<file path="config.mk">
export PLATFORM = sky130hd
export DESIGN_NAME = lru_page_replacement_top_flat
export DESIGN_NICKNAME = d
export VERILOG_FILES = /design/src/sv/lpr_pkg.sv /design/src/sv/lpr_ifs.sv /design/src/sv/lpr_cell.sv /design/src/sv/lru_page_replacement_top.sv /design/src/flat_wrapper.sv
export SDC_FILE = /design/constraint.sdc
export NUM_CORES = 2
export LEC_CHECK = 0
export BUFFER_PORTS_ARGS = -buffer_cell sky130_fd_sc_hd__buf_4
export CAP_MARGIN = 20
export CORE_MARGIN = 4
export CORE_UTILIZATION = 40
export DETAILED_ROUTE_END_ITERATION = 10
export PLACE_DENSITY = 0.69
export SKIP_LAST_GASP = 1
export SYNTH_ARGS = -nofsm -noshare
export SYNTH_HDL_FRONTEND = slang
export SYNTH_HIERARCHICAL = 1
export SYNTH_SLANG_ARGS = --single-unit
</file>
<file path="constraint.sdc">
create_clock -name clk -period 32.9 [get_ports clk]
set_clock_uncertainty 0.2 [all_clocks]
set_input_delay 6.58 -clock clk [delete_from_list [all_inputs] [get_ports clk]]
set_output_delay 6.58 -clock clk [all_outputs]
set_load 0.01 [all_outputs]
</file>
<file path="src/sv/lpr_pkg.sv">
// ----------------------------------------------------------------------------
// lpr_pkg
// Shared types and constants of the age-counter page replacement block.
// ----------------------------------------------------------------------------
package lpr_pkg;

	// fixed field widths of the channels
	localparam int PAGE_IN_W = 20;
	localparam int SLOT_W    = 4;
	localparam int CNT_W     = 32;
	localparam int ACT_W     = 5;

	// slot count in use after reset
	localparam logic [ACT_W-1:0] ACT_RESET = 5'd16;

	// control flags that ride along the search chain with a reference
	typedef struct packed {
		logic tok;    // a reference sits in this stage
		logic found;  // a valid slot matched the page
		logic empty;  // an empty slot has been seen
	} scan_flags_t;

	// update broadcast to every cell when a reference completes
	typedef struct packed {
		logic fire;   // apply the update this cycle
		logic fault;  // refill the chosen slot with the page
	} commit_t;

endpackage

</file>
<file path="src/sv/lpr_ifs.sv">
// ----------------------------------------------------------------------------
// lpr channel interfaces
// Valid/ready channels for page references, results and slot count writes.
// ----------------------------------------------------------------------------
interface lpr_req_if;
	logic        valid;
	logic        ready;
	logic [19:0] page_number;

	modport source (output valid, output page_number, input ready);
	modport sink   (input valid, input page_number, output ready);
endinterface

interface lpr_rsp_if;
	logic        valid;
	logic        ready;
	logic        hit;
	logic [3:0]  slot_used;
	logic [31:0] requests_so_far;
	logic [31:0] faults_so_far;

	modport source (output valid, output hit, output slot_used, output requests_so_far,
		output faults_so_far, input ready);
	modport sink   (input valid, input hit, input slot_used, input requests_so_far,
		input faults_so_far, output ready);
endinterface

interface lpr_cfg_if;
	logic       valid;
	logic       ready;
	logic [4:0] active_entries;

	modport source (output valid, output active_entries, input ready);
	modport sink   (input valid, input active_entries, output ready);
endinterface

</file>
<file path="src/sv/lpr_cell.sv">
// ----------------------------------------------------------------------------
// lpr_cell
// One page slot: valid mark, tag and age, plus one stage of the search chain.
// ----------------------------------------------------------------------------
module lpr_cell #(
	parameter int IDX       = 0,
	parameter int IDX_W     = 4,
	parameter int NW        = 5,
	parameter int PAGE_BITS = 20,
	parameter int AGE_BITS  = 32
) (
	input  logic                  clk,
	input  logic                  arst_n,
	input  logic [NW-1:0]         n_eff,
	input  logic                  adv,
	input  lpr_pkg::scan_flags_t  flags_in,
	input  logic [PAGE_BITS-1:0]  page_in,
	input  logic [IDX_W-1:0]      hit_idx_in,
	input  logic [IDX_W-1:0]      emp_idx_in,
	input  logic [IDX_W-1:0]      best_idx_in,
	input  logic [AGE_BITS-1:0]   best_age_in,
	output lpr_pkg::scan_flags_t  flags_out,
	output logic [PAGE_BITS-1:0]  page_out,
	output logic [IDX_W-1:0]      hit_idx_out,
	output logic [IDX_W-1:0]      emp_idx_out,
	output logic [IDX_W-1:0]      best_idx_out,
	output logic [AGE_BITS-1:0]   best_age_out,
	input  lpr_pkg::commit_t      cmt,
	input  logic [IDX_W-1:0]      cmt_idx,
	input  logic [PAGE_BITS-1:0]  cmt_page
);
	import lpr_pkg::*;

	localparam logic [IDX_W-1:0]    MY_IDX  = IDX_W'(IDX);
	localparam logic [AGE_BITS-1:0] AGE_MAX = '1;

	logic                 valid_q;
	logic [PAGE_BITS-1:0] tag_q;
	logic [AGE_BITS-1:0]  age_q;

	scan_flags_t          flags_q, flags_d;
	logic [PAGE_BITS-1:0] page_q;
	logic [IDX_W-1:0]     hit_idx_q, hit_idx_d;
	logic [IDX_W-1:0]     emp_idx_q, emp_idx_d;
	logic [IDX_W-1:0]     best_idx_q, best_idx_d;
	logic [AGE_BITS-1:0]  best_age_q, best_age_d;

	logic                 active;
	logic                 mine;
	logic [AGE_BITS-1:0]  aged;

	// slot takes part only below the count in use
	assign active = n_eff > NW'(IDX);
	assign mine   = cmt_idx == MY_IDX;
	assign aged   = (age_q == AGE_MAX) ? age_q : age_q + 1'b1;

	// search step: tag match, first empty slot, oldest slot so far
	always_comb begin
		flags_d    = flags_in;
		hit_idx_d  = hit_idx_in;
		emp_idx_d  = emp_idx_in;
		best_idx_d = best_idx_in;
		best_age_d = best_age_in;
		if (flags_in.tok && active) begin
			if (!flags_in.found && valid_q && tag_q == page_in) begin
				flags_d.found = 1'b1;
				hit_idx_d     = MY_IDX;
			end
			if (!flags_in.empty && !valid_q) begin
				flags_d.empty = 1'b1;
				emp_idx_d     = MY_IDX;
			end
			if (aged > best_age_in) begin
				best_age_d = aged;
				best_idx_d = MY_IDX;
			end
		end
	end

	// chain stage control
	always_ff @(posedge clk or negedge arst_n) begin
		if (!arst_n) begin
			flags_q <= '0;
		end else if (adv) begin
			flags_q <= flags_d;
		end
	end

	// chain stage payload
	always_ff @(posedge clk) begin
		if (adv) begin
			page_q     <= page_in;
			hit_idx_q  <= hit_idx_d;
			emp_idx_q  <= emp_idx_d;
			best_idx_q <= best_idx_d;
			best_age_q <= best_age_d;
		end
	end

	// slot state: age every active slot, clear the chosen one, mark refill
	always_ff @(posedge clk or negedge arst_n) begin
		if (!arst_n) begin
			valid_q <= 1'b0;
			age_q   <= '0;
		end else if (cmt.fire && active) begin
			age_q <= mine ? '0 : aged;
			if (cmt.fault && mine) begin
				valid_q <= 1'b1;
			end
		end
	end

	// tag refill
	always_ff @(posedge clk) begin
		if (cmt.fire && cmt.fault && mine) begin
			tag_q <= cmt_page;
		end
	end

	assign flags_out    = flags_q;
	assign page_out     = page_q;
	assign hit_idx_out  = hit_idx_q;
	assign emp_idx_out  = emp_idx_q;
	assign best_idx_out = best_idx_q;
	assign best_age_out = best_age_q;

endmodule

</file>
<file path="src/sv/lru_page_replacement_top.sv">
// A reference accepted on the request channel walks through the chain of MAX_ENTRIES slot
// cells, one register each, and its result beat is then held in the output register.
// The block takes no new reference until the slots have been updated for the one in flight.
// A result beat waiting in the output register stalls the chain only when the next one is due.
// Reset: all slots empty with zero age, both counts zero, slot count 16; no clearing pass.
// ----------------------------------------------------------------------------
// lru_page_replacement_top
// Page replacement by per-slot age counters, built as a chain of slot cells.
// ----------------------------------------------------------------------------
module lru_page_replacement_top #(
	parameter int MAX_ENTRIES = 16,
	parameter int PAGE_BITS   = 20,
	parameter int AGE_BITS    = 32
) (
	input  logic       clk,
	input  logic       arst_n,
	lpr_req_if.sink    req,
	lpr_rsp_if.source  rsp,
	lpr_cfg_if.sink    cfg
);
	import lpr_pkg::*;

	localparam int IDX_W = (MAX_ENTRIES > 1) ? $clog2(MAX_ENTRIES) : 1;
	localparam int NW    = ($clog2(MAX_ENTRIES + 1) > ACT_W) ? $clog2(MAX_ENTRIES + 1) : ACT_W;

	logic [ACT_W-1:0]  act_q;
	logic [NW-1:0]     n_eff;
	logic              busy_q;
	logic              adv;
	logic              take;
	logic [CNT_W-1:0]  req_cnt_q, req_cnt_d;
	logic [CNT_W-1:0]  flt_cnt_q, flt_cnt_d;
	logic              out_valid_q;
	logic              out_hit_q;
	logic [SLOT_W-1:0] out_slot_q;
	logic [CNT_W-1:0]  out_req_q;
	logic [CNT_W-1:0]  out_flt_q;
	commit_t           cmt;
	logic [IDX_W-1:0]  used_idx;

	scan_flags_t          flags_c    [0:MAX_ENTRIES];
	logic [PAGE_BITS-1:0] page_c     [0:MAX_ENTRIES];
	logic [IDX_W-1:0]     hit_idx_c  [0:MAX_ENTRIES];
	logic [IDX_W-1:0]     emp_idx_c  [0:MAX_ENTRIES];
	logic [IDX_W-1:0]     best_idx_c [0:MAX_ENTRIES];
	logic [AGE_BITS-1:0]  best_age_c [0:MAX_ENTRIES];

	// slot count register
	assign cfg.ready = 1'b1;
	always_ff @(posedge clk or negedge arst_n) begin
		if (!arst_n) begin
			act_q <= ACT_RESET;
		end else if (cfg.valid) begin
			act_q <= cfg.active_entries;
		end
	end

	// slot count clamped to 1..MAX_ENTRIES
	always_comb begin
		if (act_q == '0) begin
			n_eff = NW'(1);
		end else if (NW'(act_q) > NW'(MAX_ENTRIES)) begin
			n_eff = NW'(MAX_ENTRIES);
		end else begin
			n_eff = NW'(act_q);
		end
	end

	// input beat enters the head of the chain
	assign req.ready = !busy_q;
	assign take      = req.valid && !busy_q;

	always_comb begin
		flags_c[0]       = '0;
		flags_c[0].tok   = take;
		page_c[0]        = PAGE_BITS'(req.page_number);
		hit_idx_c[0]     = '0;
		emp_idx_c[0]     = '0;
		best_idx_c[0]    = '0;
		best_age_c[0]    = '0;
	end

	// the chain holds while a finished result cannot be handed over
	assign adv = !(flags_c[MAX_ENTRIES].tok && out_valid_q && !rsp.ready);

	// slot cells
	for (genvar g = 0; g < MAX_ENTRIES; g++) begin : g_cell
		lpr_cell #(
			.IDX       (g),
			.IDX_W     (IDX_W),
			.NW        (NW),
			.PAGE_BITS (PAGE_BITS),
			.AGE_BITS  (AGE_BITS)
		) u_cell (
			.clk          (clk),
			.arst_n       (arst_n),
			.n_eff        (n_eff),
			.adv          (adv),
			.flags_in     (flags_c[g]),
			.page_in      (page_c[g]),
			.hit_idx_in   (hit_idx_c[g]),
			.emp_idx_in   (emp_idx_c[g]),
			.best_idx_in  (best_idx_c[g]),
			.best_age_in  (best_age_c[g]),
			.flags_out    (flags_c[g+1]),
			.page_out     (page_c[g+1]),
			.hit_idx_out  (hit_idx_c[g+1]),
			.emp_idx_out  (emp_idx_c[g+1]),
			.best_idx_out (best_idx_c[g+1]),
			.best_age_out (best_age_c[g+1]),
			.cmt          (cmt),
			.cmt_idx      (used_idx),
			.cmt_page     (page_c[MAX_ENTRIES])
		);
	end

	// decision at the tail: hit slot, else first empty, else oldest
	always_comb begin
		cmt.fire  = flags_c[MAX_ENTRIES].tok && adv;
		cmt.fault = !flags_c[MAX_ENTRIES].found;
		if (flags_c[MAX_ENTRIES].found) begin
			used_idx = hit_idx_c[MAX_ENTRIES];
		end else if (flags_c[MAX_ENTRIES].empty) begin
			used_idx = emp_idx_c[MAX_ENTRIES];
		end else begin
			used_idx = best_idx_c[MAX_ENTRIES];
		end
	end

	// saturating counts
	assign req_cnt_d = (req_cnt_q == '1) ? req_cnt_q : req_cnt_q + 1'b1;
	assign flt_cnt_d = (cmt.fault && flt_cnt_q != '1) ? flt_cnt_q + 1'b1 : flt_cnt_q;

	// busy flag and counters
	always_ff @(posedge clk or negedge arst_n) begin
		if (!arst_n) begin
			busy_q    <= 1'b0;
			req_cnt_q <= '0;
			flt_cnt_q <= '0;
		end else begin
			if (take) begin
				busy_q <= 1'b1;
			end else if (cmt.fire) begin
				busy_q <= 1'b0;
			end
			if (cmt.fire) begin
				req_cnt_q <= req_cnt_d;
				flt_cnt_q <= flt_cnt_d;
			end
		end
	end

	// output register valid
	always_ff @(posedge clk or negedge arst_n) begin
		if (!arst_n) begin
			out_valid_q <= 1'b0;
		end else if (cmt.fire) begin
			out_valid_q <= 1'b1;
		end else if (rsp.ready) begin
			out_valid_q <= 1'b0;
		end
	end

	// output register payload
	always_ff @(posedge clk) begin
		if (cmt.fire) begin
			out_hit_q  <= !cmt.fault;
			out_slot_q <= SLOT_W'(used_idx);
			out_req_q  <= req_cnt_d;
			out_flt_q  <= flt_cnt_d;
		end
	end

	assign rsp.valid           = out_valid_q;
	assign rsp.hit             = out_hit_q;
	assign rsp.slot_used       = out_slot_q;
	assign rsp.requests_so_far = out_req_q;
	assign rsp.faults_so_far   = out_flt_q;

endmodule

</file>
<file path="src/flat_wrapper.sv">
// flat-port wrapper written by rule: the top's interface ports become plain ports
module lru_page_replacement_top_flat import lpr_pkg::*;
#(
	parameter int MAX_ENTRIES = 16,
	parameter int PAGE_BITS   = 20,
	parameter int AGE_BITS    = 32
)
  (clk, arst_n, req_valid, req_page_number, req_ready, rsp_valid, rsp_hit, rsp_slot_used, rsp_requests_so_far, rsp_faults_so_far, rsp_ready, cfg_valid, cfg_active_entries, cfg_ready);
  lpr_req_if req_i ();
  lpr_rsp_if rsp_i ();
  lpr_cfg_if cfg_i ();
  input  logic clk;
  input  logic arst_n;
  input wire logic [$bits(req_i.valid)-1:0] req_valid;
  input wire logic [$bits(req_i.page_number)-1:0] req_page_number;
  output wire logic [$bits(req_i.ready)-1:0] req_ready;
  output wire logic [$bits(rsp_i.valid)-1:0] rsp_valid;
  output wire logic [$bits(rsp_i.hit)-1:0] rsp_hit;
  output wire logic [$bits(rsp_i.slot_used)-1:0] rsp_slot_used;
  output wire logic [$bits(rsp_i.requests_so_far)-1:0] rsp_requests_so_far;
  output wire logic [$bits(rsp_i.faults_so_far)-1:0] rsp_faults_so_far;
  input wire logic [$bits(rsp_i.ready)-1:0] rsp_ready;
  input wire logic [$bits(cfg_i.valid)-1:0] cfg_valid;
  input wire logic [$bits(cfg_i.active_entries)-1:0] cfg_active_entries;
  output wire logic [$bits(cfg_i.ready)-1:0] cfg_ready;
  assign req_i.valid = req_valid;
  assign req_i.page_number = req_page_number;
  assign req_ready = req_i.ready;
  assign rsp_valid = rsp_i.valid;
  assign rsp_hit = rsp_i.hit;
  assign rsp_slot_used = rsp_i.slot_used;
  assign rsp_requests_so_far = rsp_i.requests_so_far;
  assign rsp_faults_so_far = rsp_i.faults_so_far;
  assign rsp_i.ready = rsp_ready;
  assign cfg_i.valid = cfg_valid;
  assign cfg_i.active_entries = cfg_active_entries;
  assign cfg_ready = cfg_i.ready;
  lru_page_replacement_top #(.MAX_ENTRIES(MAX_ENTRIES), .PAGE_BITS(PAGE_BITS), .AGE_BITS(AGE_BITS)) u_core (.clk(clk), .arst_n(arst_n), .req(req_i), .rsp(rsp_i), .cfg(cfg_i));
endmodule
</file>
==> results.py <==
metrics = {
    "worst_hold_path": {
        "hold_class": "register to register",
        "holdPathStages": 0,
    },
    "sta": {
        "setup_ws_ps": 22890,
        "hold_viol": 0,
        "finalCriticalPeriod_ps": 10010,
        "rsz0062_at_grt": "no",
        "max_slew.worst_pin.slew_ps": 1160,
        "finalMaxSlewViolations": 0,
        "fmaxAchievable_mhz": 99.9,
        "slew_headroom_pct": 22.3,
        "setup_violations": 0,
        "period_share_pct": 30.4,
        "whs_ps": 235,
    },
    "worst_setup_path": {
        "worstPathRequired_ps": 33140,
        "cp_num_cells": 6,
        "worst-path-buf-inv": 5,
        "crit_path_end_kind": "register",
        "cp_max_fo": 165,
        "path_cells": "buf_4 > nand3b_1 > buf_12 > buf_4 > buf_4 > buf_4",
        "worstPathArrival_ps": 10260,
        "crit_path_frequent_cell": "buf_4",
        "crit_type": "input pin to register",
        "slowest_delay_ps": 900,
        "cp_slowest_cell": "buf_4",
        "reg2regPathDepth": 14,
        "cp_top_family": "buffers and inverters",
        "crit_path_start_kind": "input pin",
    },
    "run_status": {
        "status": "finished, final reports clean",
    },
    "floorplan": {
        "dieWidth_um": 528,
        "die_h_um": 528,
        "core.rowCount": 190,
        "die_area_um2": 279000,
        "core_area_um2": 269000,
        "io_pins": 102,
        "initial_core_util_pct": 40.3,
    },
    "clock_network": {
        "ctsResizeCount": 0,
        "cts_inserted_buffers": 216,
        "insertion_delay_ps": 900,
        "cts_root_buffer": "clkbuf_16",
        "cts_sinks": 2028,
        "htreeDepth": 4,
        "postCtsSetupRepairBufs": 0,
        "postCtsHoldBufs": 0,
        "clockBufferDepth": 4,
        "clkTransAtPathRegs_ps": 60,
        "cts_tree": "done",
    },
    "finish": {
        "area_growth_pct": 11.2,
        "layout_commonest_cell": "edfxtp_1",
        "nNetsFinal": 9882,
        "fillCellCount": 23919,
        "multi_input_area_um2": 47100,
        "layout_common_cells": "edfxtp_1, dfrtp_1, inv_1, nand2_1, ha_1",
        "instances_no_fill": 13060,
        "drive_gt1_share_pct": 13.6,
        "ff_latch_area_um2": 57700,
    },
    "place": {
        "place.gp.congestion": 0.882,
        "pre_cts_slack_ps": 21960,
        "dp_hpwl_um": 191000,
        "placed_cells": 12649,
        "port_buffers": 100,
    },
    "grt": {
        "grt_antenna_before_repair": 13,
        "grtUsageMet2_pct": 31.0,
        "met3_usage_pct": 2.68,
        "use_met1_pct": 24.5,
        "grt_max_degree": 199,
        "busiest_layer": "met2",
        "grt_pass1_vias": 71860,
        "grt-ovfl-total": 0,
        "grt_pass1_wl_um": 415000,
        "track_usage_pct": 18.5,
    },
    "route": {
        "post_drt_wl_per_cell_um": 20.4,
        "drcViolationCount": 0,
        "dr.pass1.iters": 6,
        "vias": 73179,
        "drt_iter0_drc": 5921,
        "drt_wl_total_um": 266000,
        "ant_nets": 0,
        "vias_per_cell": 5.60,
    },
    "pwr": {
        "power_density_nw_per_um2": 69.3,
        "power.leakage_nw": 49.2,
        "peakVddDrop_uv": 54.2,
    },
    "yosys": {
        "ys_warn_count": 6,
        "syn_inst": 9156,
        "mappedNetlistArea_um2": 108000,
        "syn_avg_cell_area_um2": 11.8,
    },
    "flow_run": {
        "drv_cap": 0,
    },
}
per-layer routing:
metal,wire length (µm),up-vias
met3,14000,525
li1,-,34391
met4,10300,16
met1,114000,36127
met2,128000,2120
met5,102,-
area by class of cell:
class	instances	share of cell area, %
well taps	3552	3.69
repair buffers	203	1.40
flip-flops and latches	2028	47.8
inverters	599	1.87
clock inverters	114	1.17
multi-input cells	6274	39.1
diodes	11	0.0228
clock buffers	279	4.92
per-stage QoR:
stage,setup TNS (ps),utilization (%),total power [mW],cell area (µm²)
finish,0,44.8,8.35,121000
global route,0,44.8,8.78,121000
CTS,0,44.8,8.42,120000
detailed placement,0,42.0,5.86,113000
global placement,0,42.0,5.76,113000
floorplan,-6449480,-,5.17,109000
flip-flops by register name, summed over array words and instances (netlist names), 48 cells and up:
register / count
u_core/g_cell.u_cell/age_q: 512
u_core/g_cell.u_cell/best_age_out: 480
u_core/g_cell.u_cell/page_out: 320
u_core/g_cell.u_cell/tag_q: 320
u_core/g_cell.u_cell/best_idx_out: 64
u_core/g_cell.u_cell/emp_idx_out: 64
u_core/g_cell.u_cell/hit_idx_out: 64
u_core/g_cell.u_cell/flags_out: 48
power breakdown:
| part | switching [mW] | internal, mW | leakage (nW) |
|---|---|---|---|
| Clock | 1.01 | 1.51 | 3.58 |
| Combinational | 1.09 | 0.716 | 22.9 |
| Sequential | 0.484 | 3.54 | 22.8 |
| Total | 2.59 | 5.76 | 49.2 |
final timing paths:
kind	from	endpoint	slack (ps)
max in group asynchronous	arst_n	u_core/act_q[4]	23390
min reg2reg	u_core/g_cell[3].u_cell/page_out[10]	u_core/g_cell[4].u_cell/page_out[10]	230
min	u_core/g_cell[3].u_cell/page_out[10]	u_core/g_cell[4].u_cell/page_out[10]	230
max reg2reg	u_core/g_cell[6].u_cell/age_q[0]	u_core/g_cell[6].u_cell/best_age_out[28]	26740
max	rsp_ready	u_core/g_cell[5].u_cell/best_age_out[26]	22890
min in group asynchronous	arst_n	u_core/flt_cnt_q[8]	5530
(Power assumes the default switching activity.)
